--- config.mk ---
export PLATFORM = sky130hd
export DESIGN_NAME = smrc_rank
export DESIGN_NICKNAME = d
export VERILOG_FILES = /design/src/hw/rtl/smrc_pkg.sv /design/src/hw/rtl/smrc_rank.sv
export SDC_FILE = /design/constraint.sdc
export NUM_CORES = 1
export LEC_CHECK = 0
export ABC_AREA = 1
export BUFFER_PORTS_ARGS = -buffer_cell sky130_fd_sc_hd__buf_2
export CAP_MARGIN = 30
export CORE_AREA = 2 2 102 104
export DETAILED_ROUTE_END_ITERATION = 7
export DIE_AREA = 0 0 104 106
export PLACE_DENSITY = 0.64
export REMOVE_ABC_BUFFERS = 1
export SETUP_SLACK_MARGIN = 0.2
export SLEW_MARGIN = 15
export SYNTH_ARGS = -nofsm -noshare
export SYNTH_HDL_FRONTEND = slang
export SYNTH_SLANG_ARGS = --single-unit
export TNS_END_PERCENT = 100
--- constraint.sdc ---
create_clock -name vclk -period 7.5
set_clock_uncertainty 0.15 [all_clocks]
set_input_delay 0.375 -clock vclk [all_inputs]
set_output_delay 0.375 -clock vclk [all_outputs]
set_load 0.03 [all_outputs]
--- src/hw/rtl/smrc_pkg.sv ---
// ----------------------------------------------------------------------------
// smrc_pkg
// Shared types and constants for the sorted multiset rank counter.
// ----------------------------------------------------------------------------
`default_nettype none

package smrc_pkg;

  localparam int CAPACITY = 256;
  localparam int VALUE_W  = 32;
  localparam int COUNT_W  = 9;
  localparam int IDX_W    = (CAPACITY > 1) ? $clog2(CAPACITY) : 1;
  localparam int PAD_N    = 1 << IDX_W;
  localparam int OCC_W    = $clog2(CAPACITY + 1);

  typedef enum logic {
    OP_INSERT = 1'b0,
    OP_QUERY  = 1'b1
  } op_t;

  typedef enum logic [1:0] {
    ST_INSERTED = 2'd0,
    ST_DROPPED  = 2'd1,
    ST_QUERY    = 2'd2
  } status_t;

  typedef struct packed {
    logic                      op;
    logic signed [VALUE_W-1:0] value;
  } in_item_t;

  typedef struct packed {
    logic [1:0]         status;
    logic [COUNT_W-1:0] count;
  } out_item_t;

  // what one cell hands to its right neighbor
  typedef struct packed {
    logic                      vld;
    logic                      le;
    logic signed [VALUE_W-1:0] val;
  } cell_link_t;

endpackage

`default_nettype wire

--- src/hw/rtl/smrc_rank.sv ---
// ----------------------------------------------------------------------------
// smrc_rank
// Turns the thermometer of less-than flags along the chain into a count.
// ----------------------------------------------------------------------------
`default_nettype none

module smrc_rank (
  input  wire logic [smrc_pkg::CAPACITY-1:0] flags,
  output logic      [smrc_pkg::OCC_W-1:0]    rank
);
  import smrc_pkg::*;

  logic [PAD_N-1:0] therm;
  logic [IDX_W-1:0] pos;
  logic [IDX_W-1:0] probe;

  always_comb begin
    therm = PAD_N'(flags);
    pos   = '0;
    probe = '0;
    for (int k = IDX_W - 1; k >= 0; k--) begin
      probe = pos | IDX_W'((1 << k) - 1);
      if (therm[probe]) begin
        pos = pos | IDX_W'(1 << k);
      end
    end
    rank = OCC_W'(pos) + OCC_W'(therm[PAD_N-1]);
  end

endmodule

`default_nettype wire

# After elaboration in Yosys (flattened, before gate mapping)
# Cells that the tools add are included.
# totals
regBits,0
inputBits,256
# classes
addsub,1
mux,22
magnitude_cmp,7
# ops
cell,count
$lt 8x9->1 const B,7
$add 8x1->9,1
$bmux 1 s8,1
$mux 1,8
$mux 8,1
$bmux 1 s7,1
$mux 7,1
$bmux 1 s6,1
$mux 6,1
$bmux 1 s5,1
$mux 5,1
$bmux 1 s4,1
$mux 4,1
$bmux 1 s3,1
$mux 3,1
$bmux 1 s2,1
$mux 2,1

# Depth between registers and ports, before layout
# depth
ltp_word,23
depth_mapped,59
depth_no_buf,51

# Least setup slack after synthesis
# OpenSTA, ideal clock, no wires.
# synth_path
path_kind,in2out
from,input flags[127] (netlist name)
to,output rank[8] (netlist name)
arrival_ns,5.429
stages,52
required_ns,6.975
n_path_buf,9
setup_slack_ns,1.546
cell_sequence,buf_6 -> inv_4 -> nand2_2 -> nand2_2 -> buf_6 -> nand2_4 -> nand2_4 -> nand2_2 -> buf_6 -> nand2_1 -> nand3_2 -> nand3_4 -> nand2_4 -> buf_6 -> nand2_1 -> nand3_1 -> nand3_1 -> nand3_2 -> [16 not listed] -> nand3_4 -> nand2_4 -> buf_6 -> buf_6 -> nand2_1 -> nand3_1 -> nand3_1 -> nand3_1 -> nand2_1 -> nand2_1 -> nand2_1 -> nor2_1 -> nand2_1 -> nand2_1 -> ha_1 -> ha_1 -> nand3_1 -> nor3_1
# synth_between
elab_chain_cells,23
# synth_rtl
item,line,text
"start, declared",smrc_rank.sv:8,"input wire logic [smrc_pkg::CAPACITY-1:0] flags,"
$mux 8,smrc_rank.sv:23,if (therm[probe]) begin
$bmux 1 s2,smrc_rank.sv:23,
$mux 1 (implied by the code),smrc_rank.sv:23,
$mux 7,smrc_rank.sv:23,
$bmux 1 s3,smrc_rank.sv:23,
$mux 1 (implied by the code),smrc_rank.sv:23,
$mux 6,smrc_rank.sv:23,
$bmux 1 s4,smrc_rank.sv:23,
[7 not listed],n/a,
$mux 3,smrc_rank.sv:23,
$bmux 1 s7,smrc_rank.sv:23,
$mux 1 (implied by the code),smrc_rank.sv:23,
$mux 2,smrc_rank.sv:23,
$bmux 1 s8,smrc_rank.sv:23,
$mux 1 (implied by the code),smrc_rank.sv:23,
$mux 1,smrc_rank.sv:23,
$add 8x1->9 *,smrc_rank.sv:27,rank = OCC_W'(pos) + OCC_W'(therm[PAD_N-1]);
"end, declared",smrc_rank.sv:9,output logic [smrc_pkg::OCC_W-1:0] rank
# Mark *: on every way between the ends. The rest lies on a longest branch, timed or not. The select of a mux whose other input is x is not followed.

# Worst setup path in the final report
# layout_path
from,input flags[127] (netlist name)
to,output rank[6] (netlist name)
# The elaborated chain is that of the path after synthesis.

==> key figures <==
Timing
  – Minimum clock period after layout: 6.687 ns
  – Share of the clock period used by the worst path: 0.8916
  – Fin worst setup slack: 0.8128 ns
  – Setup violation total in the final timing report: 0
  – Achievable Freq: 149.5 MHz
  – Hold Violations, Final: 0
  – Tightest Pin Transition: 0.5548 ns
  – Max-slew violation count: 0
  – Setup repair after global routing missed its margin: false
  – Headroom to the max-slew limit: 0.6297

Critical path
  – Critical Path Max Stage Delay: roughly 0.23 ns
  – Crit path capture: rank[6]
  – Critical Path Start: flags[127]
  – Kind of cell adding the most delay to the critical path: simple AND/OR/NAND/NOR gates
  – WP data required: 6.97 ns
  – Number of buffer and inverter stages on the critical path: 8
  – Cell type with the highest occurrence count on the critical path: sky130_fd_sc_hd__nand2_1
  – Max Fanout on Critical Path: 33
  – WP data arrival: between 6 and 7 ns
  – Startpoint types: primary input
  – Crit end category: output port
  – Critical path start-end classification: in -> out
  – Worst path depth: between 40 and 50
  – Worst path slowest cell: sky130_fd_sc_hd__buf_8

Power
  – Switching share of total power: 0.6298
  – Internal: ~0.00026 W
  – Comb pwr share: 1.000
  – Power density over the cells: 152.4 nW/µm²
  – Sequential group share of total power: 0
  – Leak Pwr: 2.586 nW
  – Clock group share of total power: 0
  – Final Total Pwr: 0.0006894 W
  – Peak supply drop: 0.05456 mV
  – Net Sw Power: 0.0004342 W

Floorplanning
  – Area enclosed by the die boundary: 11020 µm²
  – Initial Utilization: 0.3044
  – Die W: 104 µm
  – CORE AREA: 10000 µm²
  – Total number of placement rows: 37
  – Boundary pin count: 265
  – Die outline height: 106 µm

Detailed routing
  – Number of antenna-violating nets in the routed design: 0
  – Number of remaining DRC errors: 0
  – Number of detailed-route iterations in the first pass: 5
  – DRT iter0 DRCs: 384
  – Detail-routed via count per cell: 5.076
  – Number of vias after detailed routing: 5086
  – Routed Wire Length: between 10 and 15 mm
  – Wire length per cell: 14.48 µm

Run
  – Max-cap violation count: 0

Cells and area
  – Area taken by flip-flops and latches: 0 µm²
  – FF+latch count: 0
  – Layout cell share with drive strength beyond 1: 0.3707
  – Number of standard cells in the final layout excluding fillers: approximately 1000
  – Final standard cell area without fillers: 4524 µm²
  – Number of clock buffer instances in the layout: 0
  – Inserted Diodes: 0
  – Total of fill cells in the finished design: 1193
  – Layout overhead on the synthesized area: 48.62%
  – Nets: 1127
  – Final core occ: 0.4525

Worst hold path
  – Hold crit path type: in -> out
  – Hold depth: 3

Global route
  – Largest net degree at the start of global routing: 37
  – Antenna violations before repair: 0
  – Via count of the first global-routing pass: ~4700
  – Global-route wire length before repair: 22.52 mm
  – Combined global-route utilization of all metal layers: 0.2425
  – Gr ovfl total: 0

Placement
  – Count of buffers from port buffering: between 200 and 300
  – Inst Count DP: 996
  – HPWL reported at the end of detailed placement: approximately 12 mm
  – Gp weighted congestion: 0.8786
  – Cell area after placement: 4354 µm²
  – Post-Place Setup Slack: -0.2651 ns

Synthesis
  – Mapped Avg Cell Area: ~5 µm²
  – Combinational family with the most area after synthesis: simple AND/OR/NAND/NOR gates
  – Unique cell type count in the Yosys netlist: 27
  – Biggest area contributors in the synthesized netlist: sky130_fd_sc_hd__nand3_1, sky130_fd_sc_hd__nand2_1, sky130_fd_sc_hd__buf_6, sky130_fd_sc_hd__buf_2, sky130_fd_sc_hd__inv_1
  – Xor and xnor area share after synthesis: 0.01726
  – Arithmetic-cell share of the synthesized area counting full adders, half adders and majority gates: 0.01233
  – Dominant cell by count in the synthesized netlist: sky130_fd_sc_hd__nand3_1
  – Share of the synthesized area in compound gates (AO/OA/AOI/OAI): 0.02425
  – Mapped Cells: 625
  – Yosys top cell by area: sky130_fd_sc_hd__nand3_1
  – Proportion of synthesized area in mux cells: 0
  – Netlist Area Pre-Place: ~3000 µm²
  – Portion of the post-synthesis area used by sequential elements: 0
  – Simple-Gate Fraction of Synth Area: 0.8039
  – Share of the synthesized area in the top cell type: 0.4159
  – Most numerous cell types in the synthesized netlist: sky130_fd_sc_hd__nand3_1, sky130_fd_sc_hd__nand2_1, sky130_fd_sc_hd__buf_2, sky130_fd_sc_hd__inv_1, sky130_fd_sc_hd__buf_6
  – Ys Warns: 0

Run status
  – Run status: completed

Clock network
  – Hold bufs inserted after CTS: 0
==> kinds of logic (layout without fill, tap and decap cells) <==
logic type	count (synthesis)	after routing
AND/OR/NAND/NOR	527	529
AO/OA/AOI/OAI	14	14
buffers and inverters	75	314
adder cells (fa/ha/maj)	3	3
XOR/XNOR	6	6
==> tightest hold or removal path: stages <==
cell	delay [ns]
sky130_fd_sc_hd__buf_2	0.10
sky130_fd_sc_hd__ha_1	0.13
sky130_fd_sc_hd__buf_2	0.22
==> through the flow <==
| stage | hold slack, ns | TNS [ns] |
|---|---|---|
| 6_report | 1.053 | 0 |
| 4_1_cts | 1.067 | 0 |
| 2_1_floorplan | 0.8332 | -4.812 |
| 5_1_grt | 1.077 | 0 |
| 3_3_place_gp | 1.066 | -0.07898 |
| 3_5_place_dp | 1.064 | -0.5203 |
==> cells in the final DEF (no fill, tap or decap) <==
cell	n
sky130_fd_sc_hd__a21boi_1	1
sky130_fd_sc_hd__a21oi_1	10
sky130_fd_sc_hd__a31oi_1	1
sky130_fd_sc_hd__buf_12	1
sky130_fd_sc_hd__buf_2	265
sky130_fd_sc_hd__buf_4	18
sky130_fd_sc_hd__buf_6	3
sky130_fd_sc_hd__buf_8	2
sky130_fd_sc_hd__clkinv_8	1
sky130_fd_sc_hd__ha_1	3
sky130_fd_sc_hd__inv_1	19
sky130_fd_sc_hd__inv_2	2
sky130_fd_sc_hd__inv_4	3
sky130_fd_sc_hd__nand2_1	232
sky130_fd_sc_hd__nand2_2	6
sky130_fd_sc_hd__nand2_4	5
sky130_fd_sc_hd__nand2_8	5
sky130_fd_sc_hd__nand3_1	253
sky130_fd_sc_hd__nand3_2	3
sky130_fd_sc_hd__nand3_4	3
sky130_fd_sc_hd__nand3b_1	3
sky130_fd_sc_hd__nand3b_2	1
sky130_fd_sc_hd__nand4_1	1
sky130_fd_sc_hd__nor2_1	13
sky130_fd_sc_hd__nor2_2	2
sky130_fd_sc_hd__nor2_4	1
sky130_fd_sc_hd__nor3_1	1
sky130_fd_sc_hd__o21ai_1	2
sky130_fd_sc_hd__xor2_1	6
==> how the worst min path moves through the flow <==
stage / start / endpoint / slack [ns]
6_report: flags[255] / rank[0] / 1.05
5_1_grt: flags[255] / rank[0] / 1.08
4_1_cts: flags[255] / rank[0] / 1.07
3_5_place_dp: flags[255] / rank[0] / 1.06
3_3_place_gp: flags[191] / rank[8] / 1.07
2_1_floorplan: flags[191] / rank[8] / 0.83
==> per-layer routing <==
layer / vias up / global-route usage / wire length (µm)
met3: 10 / 0.03372 / 1167
met5: - / 0 / 0
li1: 2576 / - / -
met2: 252 / 0.4497 / 7081
met1: 2248 / 0.3126 / 6172
met4: 0 / 0.01062 / 87
==> power by group through the flow <==
stage,clock [W],combinational (W),sequential (W)
3_5_place_dp,0,0.000646,0
4_1_cts,0,0.000657,0
5_1_grt,0,0.000771,0
3_3_place_gp,0,0.000647,0
6_report,0,0.000689,0
2_1_floorplan,0,0.000424,0
==> layout make-up <==
type,instances,area (µm²),share of cell area
multi-input cells,552,2695,0.5957
repair buffers,289,1545,0.3415
well taps,136,170.2,0.03761
inverters,25,113.9,0.02517
==> repair_timing <==
item                       4_1_cts  5_1_grt
gates resized for setup          5       19
buffers inserted                 0        4
pin swaps                        0        4
setup endpoints to repair        8        9
gates cloned                     0        2
hold endpoints to repair         0        0
Power figures use the tool's default switching activity.
