<file path="config.mk">
export PLATFORM = sky130hd
export DESIGN_NAME = smrc_cell
export DESIGN_NICKNAME = d
export VERILOG_FILES = /design/src/hw/rtl/smrc_pkg.sv /design/src/hw/rtl/smrc_cell.sv
export SDC_FILE = /design/constraint.sdc
export NUM_CORES = 1
export LEC_CHECK = 0
export ABC_AREA = 1
export CORE_MARGIN = 2
export CORE_UTILIZATION = 57
export DETAILED_ROUTE_END_ITERATION = 7
export DONT_BUFFER_PORTS = 1
export GPL_ROUTABILITY_DRIVEN = 0
export MAX_ROUTING_LAYER = met4
export PLACE_DENSITY_LB_ADDON = 0.08
export SYNTH_ARGS = -nofsm -noshare
export SYNTH_HDL_FRONTEND = slang
export SYNTH_SLANG_ARGS = --single-unit
</file>
<file path="constraint.sdc">
create_clock -name clk -period 7.5 [get_ports clk]
set_input_delay 1.5 -clock clk [delete_from_list [all_inputs] [get_ports clk]]
set_output_delay 1.5 -clock clk [all_outputs]
set_load 0.01 [all_outputs]
</file>
<file path="src/hw/rtl/smrc_pkg.sv">
// ----------------------------------------------------------------------------
// smrc_pkg
// Shared types and constants for the sorted multiset rank counter.
// ----------------------------------------------------------------------------
`default_nettype none

package smrc_pkg;

  localparam int CAPACITY = 256;
  localparam int VALUE_W  = 32;
  localparam int COUNT_W  = 9;
  localparam int IDX_W    = (CAPACITY > 1) ? $clog2(CAPACITY) : 1;
  localparam int PAD_N    = 1 << IDX_W;
  localparam int OCC_W    = $clog2(CAPACITY + 1);

  typedef enum logic {
    OP_INSERT = 1'b0,
    OP_QUERY  = 1'b1
  } op_t;

  typedef enum logic [1:0] {
    ST_INSERTED = 2'd0,
    ST_DROPPED  = 2'd1,
    ST_QUERY    = 2'd2
  } status_t;

  typedef struct packed {
    logic                      op;
    logic signed [VALUE_W-1:0] value;
  } in_item_t;

  typedef struct packed {
    logic [1:0]         status;
    logic [COUNT_W-1:0] count;
  } out_item_t;

  // what one cell hands to its right neighbor
  typedef struct packed {
    logic                      vld;
    logic                      le;
    logic signed [VALUE_W-1:0] val;
  } cell_link_t;

endpackage

`default_nettype wire

</file>
<file path="src/hw/rtl/smrc_cell.sv">
// ----------------------------------------------------------------------------
// smrc_cell
// One sorted slot: keeps, takes key or shifts right; latches lt on query.
// ----------------------------------------------------------------------------
`default_nettype none

module smrc_cell (
  input  wire logic                               clk,
  input  wire logic                               rst_n,
  input  wire logic                               ins_en,
  input  wire logic                               qry_en,
  input  wire logic signed [smrc_pkg::VALUE_W-1:0] key,
  input  wire smrc_pkg::cell_link_t               link_in,
  output smrc_pkg::cell_link_t                    link_out,
  output logic                                    lt_flag
);
  import smrc_pkg::*;

  logic                      vld_r, vld_nxt;
  logic signed [VALUE_W-1:0] val_r, val_nxt;
  logic                      lt_r, lt_nxt;
  logic                      le_self;
  logic                      lt_self;

  assign le_self = vld_r && (val_r <= key);
  assign lt_self = vld_r && (val_r < key);

  always_comb begin
    vld_nxt = vld_r;
    val_nxt = val_r;
    lt_nxt  = lt_r;
    if (ins_en && !le_self) begin
      vld_nxt = vld_r | link_in.vld;
      val_nxt = link_in.le ? key : link_in.val;
    end
    if (qry_en) begin
      lt_nxt = lt_self;
    end
  end

  always_ff @(posedge clk) begin
    if (!rst_n) begin
      vld_r <= 1'b0;
    end else begin
      vld_r <= vld_nxt;
    end
  end

  always_ff @(posedge clk) begin
    val_r <= val_nxt;
    lt_r  <= lt_nxt;
  end

  assign link_out.vld = vld_r;
  assign link_out.le  = le_self;
  assign link_out.val = val_r;
  assign lt_flag      = lt_r;

endmodule

`default_nettype wire

</file>
**After elaboration in Yosys (flattened, before gate mapping)**

Cells that the tools add are included.

- $lt $le $gt $ge: 2
- Mux-type cells: 1
- Bitwise gates (word level): 1
- Reduce and logical (&&, ||, !) cells: 4

Operators by type and width:

| kind | count |
|---|---|
| $le A32 B32 Y1 | 1 |
| $lt A32 B32 Y1 | 1 |
| $mux W32 | 1 |
| $logic_and A1 B1 Y1 | 3 |
| $logic_not A1 Y1 | 1 |
| $or A1 B1 Y1 | 1 |

- Register bits: 34
- Input bits: 70
- Output and inout port bits: 35
- Word-level logic and storage cells: 11

**Logic depth before layout (Yosys ltp)**

Gate-level depths: netlist of the first run.

- Word-level depth: 4
- Depth in mapped cells: 17
- Depth with buffers taken out: 17

**Worst setup path after synthesis of the first run**

OpenSTA, ideal clock, no wires.

- Path kind: input-to-output
- Start: input key[31] (netlist bit)
- End: output link_out[32] (netlist bit)
- Arrival time: 2.709 ns
- Data required time: 6.000 ns
- Setup slack: 3.291 ns
- Stages on the path: 12
- Path through: inv_1 ha_1 nand2_1 nor2_2 nand2_2 nor4_4 nand2_1 nand2_1 nand2_1 nand3_2 nand2_2 buf_4

- Longest elaborated chain between the ends: 2

RTL lines:

| item | line | RTL |
|---|---|---|
| from (decl) | smrc_cell.sv:12 | `input wire logic signed [smrc_pkg::VALUE_W-1:0] key,` |
| $le A32 B32 Y1 | smrc_cell.sv:25 | `assign le_self = vld_r && (val_r <= key);` |
| $logic_and A1 B1 Y1 | smrc_cell.sv:25 |  |
| to (decl) | smrc_cell.sv:14 | `output smrc_pkg::cell_link_t link_out,` |

Every way passes these cells.

==> metrics.txt, run 1 <==
status=complete, no violations; DR WL/cell=14.1 um; DR vias=1585; CP peak stage delay=310 ps; Reg area=1010 um2; dpl cells=293; PD cells=187 nW/um2; # DRC=0; Reg2Reg Depth=11; Total Routing Usage GR=20.9%; CTS tree=done; Critical R2R Capture=val_r[15]; clock share of power=27.6%; Setup TNS=0 ps; final hold vios=0; Min Clock Period, post-route=4280 ps; hold path cells=2; drt total wl=4230 um; P_leak=1.11 nW; antenna violations before repair=0; dpl hpwl=3340 um; Clock Skew=4.56 ps; crit path max fanout=3; start point of the worst hold path=vld_r; nets@finish=354; root buffer cell=clkbuf_8; first-pass iteration count of the detailed router=4; MaxCap Viol Count=0; vias in the first global route=1484; Initial Utilization=60.5%; # rows=22; Crit Path Class=input pin to primary output; CTS Hold Bufs=0; 1st-iter DRT viols=109; synthesis-to-layout area growth=4.42%; synthesized area=2260 um2; share of layout cells above drive strength 1=5.95%; Net Sw Power=0.000120 W; fmax=234 MHz; Setup-failing EPs final=0; Final period util=57.0%; hold path endpoint=vld_r; Post-Syn Area per Cell=8.91 um2; commonest non-fill, non-tap cell in the layout=a21oi_1; combinational power share=16.9%; antenna cells=0; Switching Share=27.1%; Clock Latency Late Sink=270 ps; cells along the critical path=inv_1 > ha_1 > nand4_1 > nor3_1 > nand2_1 > nand2_1 > nand2_1 > nand3_1 > nand3_2 > nand2_2; Slew Viols, Final=0; IO Port Bufs=0; final cell count without fillers=300; #FFs+latches synth=34; post-cts resize count=0; post-route antenna net violation count=0; slowest CP cell=ha_1; R2R setup slack=4720 ps; multi-input logic area=1060 um2; clock-pin slew on the worst setup and hold paths=60 ps; clk sinks=34; CP Capture Type=primary output; highest-count cells in the layout ignoring fill and taps=a21oi_1, inv_1, nor2_1; CTS max path bufs=2; Min-Delay Path Class=register to register; die area=4490 um2; worst r2r src=val_r[15]; peak supply drop=0.147 mV; I/O Pins=105; Critical Path RT=6000 ps; die height=67.0 um; Seq/Total Area, Yosys=44.7%; postcts setup bufs=0; Syn. warnings=0; Cells after Synth=254; largest net degree at the start of global routing=64; post-synthesis cell type count=23; Seq pwr share=55.5%; syn_nets=356; relative slew slack=40.2%; FILL cells=343; vias per cell=5.28; core area=3740 um2; grt total ovfl=0; global-route wire length before repair=6740 um; Buf+Inv Stages, Crit Path=1; critical path launch point type=input pin; CP most frequent cell=nand2_1; worst slew pin tran=895 ps; critical path's top delay family=simple AND/OR/NAND/NOR gates; Internal=0.000323 W; cts bufs inserted=5; RSZ-0062 raised after global routing=false; H-tree depth=2; Die Wd=67.0 um; CP Data Arrival Time=2780 ps
==> worst max path at each step <==
stage | start | end | slack (ps) | cells past startpoint
floorplan | key[31] | link_out[32] | 3290 | 12
CTS | key[11] | link_out[32] | 3210 | 10
global route | key[11] | link_out[32] | 3040 | 10
finish | key[11] | link_out[32] | 3220 | 10
detailed placement | key[31] | link_out[32] | 3210 | 10
global placement | key[11] | link_out[32] | 3250 | 10
==> registers in the layout, summed over array words and instances, names as in the netlist <==
name,cells
lt_flag,1
vld_r,1
val_r,32
==> worst reg2reg max path, cell delays in order (launching register included) <==
cell and delay, ps:
edfxtp_1 460, ha_1 330, nand2_1 80, nor3_1 320, nand2_1 90, nand2_1 70, nand2_1 60, nand2_1 60
nand2_1 60, nand3_2 80, nand2_2 100, nor2_4 700
==> cell type report <==
| type | instances | share of cell area [%] |
|---|---|---|
| inverters | 42 | 6.67 |
| flip-flops and latches | 34 | 42.8 |
| clock buffers | 7 | 3.23 |
| well taps | 48 | 2.54 |
| multi-input cells | 169 | 44.8 |
==> per-layer routing <==
layer	GRT usage, %	share of wire, %	vias to the layer above
li1	-	-	842
met4	6.12	1.1	0
met1	25.8	43	674
met2	32.7	46	64
met5	-	0	-
met3	6.76	10	5
==> power by group through the flow <==
stage	Sequential, W	Clock [W]	Combinational, W
floorplan	0.000246	0	0.0000661
global placement	0.000249	0	0.0000732
detailed placement	0.000250	0	0.0000755
CTS	0.000246	0.000126	0.0000760
global route	0.000248	0.000133	0.0000896
finish	0.000246	0.000122	0.0000747
==> logic make-up after synthesis <==
| kind of cell | after synthesis | share of synthesized area, % |
|---|---|---|
| compound gates | 51 | 11.8 |
| fa+ha+maj | 32 | 17.7 |
| buf+inv | 51 | 8.79 |
| flops | 34 | 44.7 |
| mux | 1 | 0.497 |
| simple gates | 85 | 16.5 |
==> cells in the mapped netlist, drive strengths merged <==
cell	n	share of area, %
dfxtp	1	0.88
mux2	1	0.50
nor3	1	0.22
a21oi	46	10
nand4	3	0.83
inv	42	7.0
nand3	5	1.3
nor2	41	7.0
edfxtp	33	44
clkbuf	7	1.2
o21a	2	0.72
buf	2	0.66
a21o	1	0.33
nand2	34	6.2
ha	32	18
nor4	1	0.94
o21ai	2	0.44
==> per-stage QoR <==
| step | power, W | util [%] | hold slack, ps | cell area (um2) | setup WS [ps] |
|---|---|---|---|---|---|
| after floorplan | 0.000312 | - | 498 | 2260 | 3290 |
| after global placement | 0.000323 | 61.1 | 590 | 2290 | 3250 |
| after detailed placement | 0.000326 | 61.1 | 594 | 2290 | 3210 |
| after CTS | 0.000448 | 63.1 | 603 | 2360 | 3210 |
| after global routing | 0.000471 | 63.1 | 645 | 2360 | 3040 |
| final | 0.000443 | 63.1 | 604 | 2360 | 3220 |
(Power assumes the default switching activity.)
==> run 2, diff against run 1 <==
Clock period 7.5 ns to 3.4 ns, I/O delays scaled along.
==> run 2 against run 1 <==
Compared with the run above: clock power increased by 120%; final area increased by 0.85%; sequential cell count unchanged; largest power group unchanged; critical path depth decreased by 1; highest routed layer unchanged; routed wire length increased by 1.1%; clock skew about the same; global-route usage decreased by 0.50 points; sequential share of layout area decreased by 0.36 points; critical path type is now register to primary output.
==> metrics.txt, run 2 (same netlist as run 1, synthesis figures left out) <==
status=complete, no violations; Final period util=79.2%; R2R setup slack=1030 ps; Total Routing Usage GR=20.4%; highest-count cells in the layout ignoring fill and taps=a21oi_1, inv_1, nor2_1; Largest Register=val_r; hold slack final=518 ps; Clock Skew=5.00 ps; worst slew pin tran=327 ps; fmax=371 MHz; die height=67.0 um; Slew Viols, Final=0; DR WL/cell=14.1 um; nets@finish=356; multi-input logic area=1060 um2; global-route wire length before repair=6620 um; Setup TNS=0 ps; Clock Latency Late Sink=270 ps; relative slew slack=78.0%; PD cells=412 nW/um2; antenna cells=0; Setup-failing EPs final=0; core area=3740 um2; commonest non-fill, non-tap cell in the layout=a21oi_1; postcts setup bufs=0; root buffer cell=clkbuf_8; DR vias=1606; grt total ovfl=0; CP Capture Type=primary output; final core occ=63.7%; Critical R2R Capture=val_r[31]; share of layout cells above drive strength 1=7.06%; dpl hpwl=3470 um; P_leak=1.12 nW; Initial Utilization=60.5%; Min-Delay Path Class=input pin to register; drt total wl=4270 um; # DRC=0; 1st-iter DRT viols=84; largest net degree at the start of global routing=64; MaxCap Viol Count=0; design area=2380 um2; Reg area=1010 um2; vias in the first global route=1515; crit path max fanout=3; synthesis-to-layout area growth=5.31%; Reg2Reg Depth=12; RSZ-0062 raised after global routing=false; cts bufs inserted=5; vias per cell=5.30; # rows=22; clk sinks=34; clock-pin slew on the worst setup and hold paths=70 ps; peak supply drop=0.306 mV; max reg flops=32; post-cts resize count=0; Placed Area=2300 um2; Crit Path Class=register to primary output; post-route antenna net violation count=0; CP Data Arrival Time=2010 ps; Die Wd=67.0 um; CP startpoint=val_r[15]; worst r2r src=val_r[15]; Min Clock Period, post-route=2690 ps; CTS max path bufs=2; CTS tree=done; die area=4490 um2; Critical Path RT=2720 ps; antenna violations before repair=0; crit path capture=link_out[32]; first-pass iteration count of the detailed router=4; CTS Hold Bufs=0; IO Port Bufs=0; critical path launch point type=register; I/O Pins=105; final hold vios=0; H-tree depth=2; FILL cells=340
run 2: how the worst min path moves through the flow:
stage / depth (start not counted) / from / endpoint / slack [ps]
5_1_grt: 0 / qry_en / lt_flag / 500
2_1_floorplan: 2 / vld_r / vld_r / 500
4_1_cts: 2 / rst_n / vld_r / 510
3_3_place_gp: 2 / vld_r / vld_r / 590
3_5_place_dp: 2 / vld_r / vld_r / 590
6_report: 2 / rst_n / vld_r / 520
run 2: cell type report:
class                      instances  share of cell area (%)
inverter                          42                    6.61
clock buffer                       6                    3.04
tap                               48                    2.52
clock inverter                     2                   0.367
timing repair buffer               2                   0.630
sequential                        34                    42.4
multi-input combinational        169                    44.4
run 2: metrics by stage:
step                setup slack [ps]  total power (W)  cells
floorplan                        398         0.000689    254
global placement                 760         0.000714    295
detailed placement               732         0.000722    295
CTS                              676         0.000992    303
global route                     447          0.00104    303
finish                           707         0.000981    303
run 2: report_power, final:
part	total, W	internal (W)	switching [W]
Sequential	0.000542	0.000504	0.0000379
Combinational	0.000168	0.0000694	0.0000988
Clock	0.000271	0.000141	0.000131
Total	0.000981	0.000714	0.000267
run 2: critical path, stage by stage (launching register included):
cell,delay [ps]
edfxtp_1,460
ha_1,340
nand2_1,90
nor3_1,320
nand2_1,90
nand2_1,70
nand2_1,60
nand3_1,90
nand3_2,90
nand2_2,140
run 2: routing by layer:
layer	up-vias	global-route usage, %	wire, um
met5	-	-	0
met4	0	3.83	23
met3	2	7.26	403
met2	65	32.9	2050
met1	693	24.8	1790
li1	846	-	-
